$ cat src/rtl/svpwm_div.sv
// Pipelined restoring divider, several lanes over one shared divisor.
module svpwm_div #(
   parameter int DW    = 24,
   parameter int QW    = 24,
   parameter int LANES = 2,
   parameter int SW    = 8
) (
   input  logic                      clock,
   input  logic                      reset,
   input  logic                      en,
   input  logic                      in_valid,
   input  logic [DW-1:0]             in_den,
   // high part of each numerator, must be below the divisor
   input  logic [LANES-1:0][DW-1:0]  in_rem,
   input  logic [LANES-1:0][QW-1:0]  in_low,
   input  logic [SW-1:0]             in_side,
   output logic                      out_valid,
   output logic [LANES-1:0][QW-1:0]  out_quo,
   output logic [SW-1:0]             out_side
);

   logic                     val_ff  [QW];
   logic [DW-1:0]            den_ff  [QW];
   logic [LANES-1:0][DW-1:0] rem_ff  [QW];
   logic [LANES-1:0][QW-1:0] low_ff  [QW];
   logic [SW-1:0]            side_ff [QW];

   genvar i;
   for (i = 0; i < QW; i++) begin : g_step
      logic                     val_cur;
      logic [DW-1:0]            den_cur;
      logic [LANES-1:0][DW-1:0] rem_cur;
      logic [LANES-1:0][QW-1:0] low_cur;
      logic [SW-1:0]            side_cur;
      logic [LANES-1:0][DW-1:0] rem_nx;
      logic [LANES-1:0][QW-1:0] low_nx;

      if (i == 0) begin : g_first
         assign val_cur  = in_valid;
         assign den_cur  = in_den;
         assign rem_cur  = in_rem;
         assign low_cur  = in_low;
         assign side_cur = in_side;
      end else begin : g_next
         assign val_cur  = val_ff[i-1];
         assign den_cur  = den_ff[i-1];
         assign rem_cur  = rem_ff[i-1];
         assign low_cur  = low_ff[i-1];
         assign side_cur = side_ff[i-1];
      end

      // shift one numerator bit in, subtract when it fits, shift quotient bit in
      always_comb begin
         logic [DW:0] t;
         logic        ge;
         for (int k = 0; k < LANES; k++) begin
            t         = {rem_cur[k], low_cur[k][QW-1]};
            ge        = (t >= {1'b0, den_cur});
            rem_nx[k] = ge ? DW'(t - {1'b0, den_cur}) : DW'(t);
            low_nx[k] = {low_cur[k][QW-2:0], ge};
         end
      end

      always_ff @(posedge clock) begin
         if (reset) begin
            val_ff[i] <= 1'b0;
         end else if (en) begin
            val_ff[i] <= val_cur;
         end
         if (en) begin
            den_ff[i]  <= den_cur;
            rem_ff[i]  <= rem_nx;
            low_ff[i]  <= low_nx;
            side_ff[i] <= side_cur;
         end
      end
   end

   assign out_valid = val_ff[QW-1];
   assign out_quo   = low_ff[QW-1];
   assign out_side  = side_ff[QW-1];

endmodule

$ cat config.mk
export PLATFORM = sky130hd
export DESIGN_NAME = svpwm_div
export DESIGN_NICKNAME = d
export VERILOG_FILES = /design/src/rtl/svpwm_div.sv
export SDC_FILE = /design/constraint.sdc
export NUM_CORES = 2
export LEC_CHECK = 0
export BUFFER_PORTS_ARGS = -buffer_cell sky130_fd_sc_hd__buf_2
export CAP_MARGIN = 20
export CORE_AREA = 3 3 522 524
export DETAILED_ROUTE_END_ITERATION = 16
export DIE_AREA = 0 0 525 527
export MAX_ROUTING_LAYER = met4
export PLACE_DENSITY_LB_ADDON = 0.3
export SLEW_MARGIN = 20
export SYNTH_ARGS = -nofsm -noshare
export SYNTH_HDL_FRONTEND = slang
export SYNTH_SLANG_ARGS = --single-unit
$ cat constraint.sdc
create_clock -name clock -period 4.6 [get_ports clock]
set_input_delay 0.92 -clock clock [delete_from_list [all_inputs] [get_ports clock]]
set_output_delay 0.92 -clock clock [all_outputs]
set_load 0.005 [all_outputs]
# Word-level counts from Yosys, hierarchy flattened
# Memories as Yosys holds them, arrays and structs flattened.
# Cells that the tools add are included.
# classes
n_addsub	48
magnitude_cmp	48
mux	78
n_bitwise	24
# ops
operator	count
>= comparator 25 x 24 -> 1 bit	48
two-way mux 24 bit	48
subtractor 24 bit	48
two-way mux 1 bit	30
OR 1 bit	24
# word_totals
regBits	0
ram_bits	3096
in_bits	132
out_inout_bits	57
elab_cells	203
memories	5
# memory_table
name	words	width	read_ports	rd_clocked_by_memory_dff	write_ports	line_no	text
low_ff	24	48	24	0	24	25	logic [LANES-1:0][QW-1:0] low_ff [QW];
rem_ff	24	48	23	0	24	24	logic [LANES-1:0][DW-1:0] rem_ff [QW];
den_ff	24	24	23	0	24	23	logic [DW-1:0] den_ff [QW];
side_ff	24	8	24	0	24	26	logic [SW-1:0] side_ff [QW];
val_ff	24	1	24	0	24	22	logic val_ff [QW];

# Longest topological paths before layout
# logic_depth
depth_word	4
depth_mapped	14
depth_no_buf	12

# Worst setup path after synthesis
# No wires, ideal clock.
# synth_path
path_kind	input to register
from	in in_den[14]
to	mem rem_ff[0][16] in the netlist's numbering (data pin)
setup_ns	0.260
arrival_ns	3.286
slack_ns	1.054
stages	13
path_cell_list	inv_1 ha_1 a21o_1 a21o_1 a21oi_1 inv_1 or2_2 nor3_1 o31ai_1 a41o_1 clkbuf_1 buf_2 mux2_2
# synth_rtl
item	line_no	text
start: declaration	12	input logic [DW-1:0] in_den,
end: declaration	24	

==> results <==
- The horizontal die dimension is approximately 530 um.
- The cell area reported after detailed placement is 0.167 mm^2.
- Along the worst hold path, the cell count comes to 1.
- The highest fanout seen on the critical path is 28.
- The worst vdd rail ir drop is 508 uV.
- The core box area is roughly 0.27 mm^2.
- The number of library cell types mapped by synthesis is 109.
- Global routing used between 30% and 40% of the available tracks across all layers.
- The type of the worst min-delay path is in2reg.
- The flip-flop and latch count after synthesis is approximately 3000.
- The vertical extent of the die is 527 um.
- For the worst setup path, the data arrival time is 4.91 ns.
- The growth of design area from synthesis to finish is 10.2%.
- During synthesis, Yosys emitted a total of 0 warnings.
- The endpoint type of the worst setup path is a flip-flop.
- Buffers added to address setup during post-CTS repair amount to 0.
- The routed wire length is 422 mm.
- After detailed routing, the number of remaining DRC violations is 0.
- The count of cells in the finished layout, fillers not included, comes to 17314.
- The worst setup path is launched from a flip-flop.
- The flow ran to the end, and the final reports show no timing, DRC or antenna violations.
- The weighted congestion at the end of routability-driven global placement is 0.975.
- Setup repair after global routing left no endpoint under its margin.
- Summed over all nets, the half-perimeter wirelength after detailed placement is between 300 and 400 mm.
- Sorting the synthesized cells by area gives the leading types as edfxtp_1, ha_1, mux2_2.
- The later pin in the worst-skew pair is clocked with a latency of 0.96 ns.
- The level count of the clock H-tree is 5.
- The post-cts hold buffer count is 0.
- The length in cells of the worst reg-to-reg path is 12.
- The total overflow left after global routing is 0.
- The count of buffers added on input and output ports is 188.
- For this run, the detailed router's first-pass iteration total came to 7.
- The class of the most critical setup path is reg2reg.
- For this design, the sink count on the clock tree is 3024.
- edfxtp_1 takes more of the synthesized area than any other cell.
- After layout, the minimum clock period comes to around 4.2 ns.
- Hold timing on the final database bottoms out at a slack of around 0.14 ns.
- The first global-routing pass estimated ~630 mm of wire.
- The number of global-route vias before repair is 105105.
- The share of synthesized registers carrying an async set or reset is 0%.
- The most used flip-flop cell after synthesis is edfxtp_1.
- The site row count is 190.
- Cells with a size suffix above 1 make up 11.1% of the layout.
- The area of the die is 0.277 mm^2.
- At the pin with the least slew margin, the transition time is 1.06 ns.
- The average wire length per cell after detail routing is between 20 and 25 um.
- Once placement completed, the tool counted placed cells totaling 16727.
- The max-cap violation count is 0.
- The final setup slack of the worst path is 0.385 ns.
- The number of DRC markers in iteration 0 is roughly 9900.
- Across all layers, the routed design uses 106746 vias.
- The hold violation total from the final report is 0.
- The worst slack at placement is 0.420 ns.
- The largest net degree at the start of global routing is between 150 and 200.
- For the final database, setup skew stands at ~0.067 ns.
- In this run the mean area of a mapped cell was 12.3 um^2.
- The total nets after synthesis is 14439.
- The analysis attributes to cell leakage a power of between 0.07 and 0.08 uW.
- The mapped netlist covers 0.161 mm^2.
- For this configuration, the core starts out at a cell density of between 60% and 70%.
- Sequential elements use 56.4% of the synthesized area.
- The count of flip-flops with a built-in enable after synthesis is between 3000 and 4000.
- The initial antenna violation count is 15.
- The final-report setup violation count is 0.
- The number of gates resized after CTS was 0.
- The mean number of vias per cell is 6.17.
- TritonCTS built the clock tree.
- The count of nets left with antenna violations once routing finished came out at 0.
- The area share of the leading cell type in the synthesized netlist is 56.4%.
- The clock root buffer master is clkbuf_16.
- For this run, the top clock speed supported by timing is 237 MHz.
- The total count of max-transition violations in the final report came to 0.
- Counting the buffers created by CTS gives 320.
- The maximum buffer depth of the clock tree is 4.
- By count the netlist is led by edfxtp_1, ha_1, a21oi_1.
- After the last flow step, the layout net total stands at 14828.
- The power density relative to cell area is 743 mW/mm^2.
- Dividing the final minimum period by the clock period gives 91.6%.
- Summing all non-filler instances in the final layout gives an area of 0.177 mm^2.
- Among all cell types in the netlist, the one instantiated most often is edfxtp_1.
- The accumulated negative setup slack is 0 ns.
- The clock-pin slew reported for the worst setup and hold paths after clock tree synthesis is 0.07 ns.
- The instance count of the mapped netlist is ~13000.
- The remaining max-slew budget at the tightest pin is 29.6%.
- The I/O pin count is 189.
- For the worst setup path, the data required time is 5.29 ns.
==> cell usage in the layout, fill, tap and decap left out, types with 30 or more instances in the layout <==
| cell | n |
|---|---|
| nand3_1 | 213 |
| a21o_1 | 484 |
| xnor2_1 | 574 |
| mux2_2 | 595 |
| clkinv_1 | 69 |
| buf_12 | 34 |
| nor2b_1 | 168 |
| a31oi_1 | 94 |
| clkbuf_1 | 40 |
| nor2_1 | 896 |
| nand2_1 | 666 |
| buf_2 | 187 |
| o31ai_1 | 84 |
| or2_2 | 35 |
| o31a_1 | 40 |
| edfxtp_1 | 3024 |
| and4_1 | 30 |
| and2_1 | 75 |
| nand4_1 | 164 |
| o21a_1 | 168 |
| inv_1 | 911 |
| fa_1 | 46 |
| a211oi_1 | 79 |
| clkbuf_16 | 323 |
| nand2b_1 | 145 |
| a21oi_1 | 1055 |
| a21boi_0 | 56 |
| xor2_1 | 298 |
| nor4_1 | 45 |
| a211o_1 | 34 |
| mux2i_1 | 81 |
| clkinv_2 | 46 |
| o21bai_1 | 98 |
| nor3_1 | 180 |
| and3_1 | 117 |
| or3_1 | 55 |
| o21ai_0 | 637 |
| buf_4 | 108 |
| ha_1 | 1152 |
| o211ai_1 | 63 |
==> worst max-delay path, cell delays in order (launching register included) <==
cell and delay [ns]:
edfxtp_1 0.49, inv_1 0.16, ha_1 0.27, nor2b_1 0.14, o21ai_0 0.19, nand2b_1 0.13
a31oi_1 0.43, o21ai_0 0.37, o41ai_2 0.68, a41oi_4 0.50, buf_4 0.35, nor2_1 0.14
a21oi_1 0.07
==> metrics by stage <==
stage,power (uW),util [%]
2_1_floorplan,87200,-
3_3_place_gp,104000,62.2
3_5_place_dp,105000,62.2
4_1_cts,131000,66.2
5_1_grt,139000,66.2
6_report,132000,66.2
==> path summary, 6_finish.rpt <==
path / startpoint / endpoint / slack, ns
worst max-delay path: den_ff[1][1]$_DFFE_PP_ / rem_ff[0][242]$_DFFE_PP_ / 0.38
worst min-delay path: in_low[18] / low_ff[0][19]$_DFFE_PP_ / 0.14
worst max register to register: den_ff[1][1]$_DFFE_PP_ / rem_ff[0][242]$_DFFE_PP_ / 0.38
worst min register to register: low_ff[0][265]$_DFFE_PP_ / low_ff[0][314]$_DFFE_PP_ / 0.38
==> cells by family after synthesis <==
group / count (synthesis) / share of synthesized area (%)
flops: 3024 / 56.4
xor+xnor: 872 / 4.75
fa+ha+maj: 1198 / 9.53
buf+inv: 1177 / 2.88
mux: 705 / 4.87
compound gates: 3256 / 12.9
simple gates: 2877 / 8.61
==> state kept, by name (all words and copies together), names as in the netlist <==
register  count
den_ff      552
low_ff     1152
rem_ff     1104
side_ff     192
val_ff       24
==> cell type report <==
class	instances	area, um^2
repair buffers	331	2450
clock buffers	363	8230
fillers	19523	90600
multi-input cells	8908	65600
flip-flops and latches	3024	90800
inverters	913	3430
well taps	3552	4440
clock inverters	213	2280
diodes	10	25.0
==> power breakdown <==
group | total [uW] | switching [uW] | internal (uW) | leakage [uW]
clock | 25900 | 11200 | 14700 | 0.00505
sequential | 46100 | 5460 | 40600 | 0.0295
combinational | 59700 | 33700 | 26000 | 0.0355
total | 132000 | 50400 | 81300 | 0.0701
==> routing by layer <==
| layer | global-route usage [%] | wire length, um |
|---|---|---|
| met1 | 37.9 | 168000 |
| met2 | 52.2 | 211000 |
| met3 | 3.38 | 23100 |
| met4 | 12.0 | 19400 |
| met5 | - | 0 |
(Power assumes the default switching activity.)
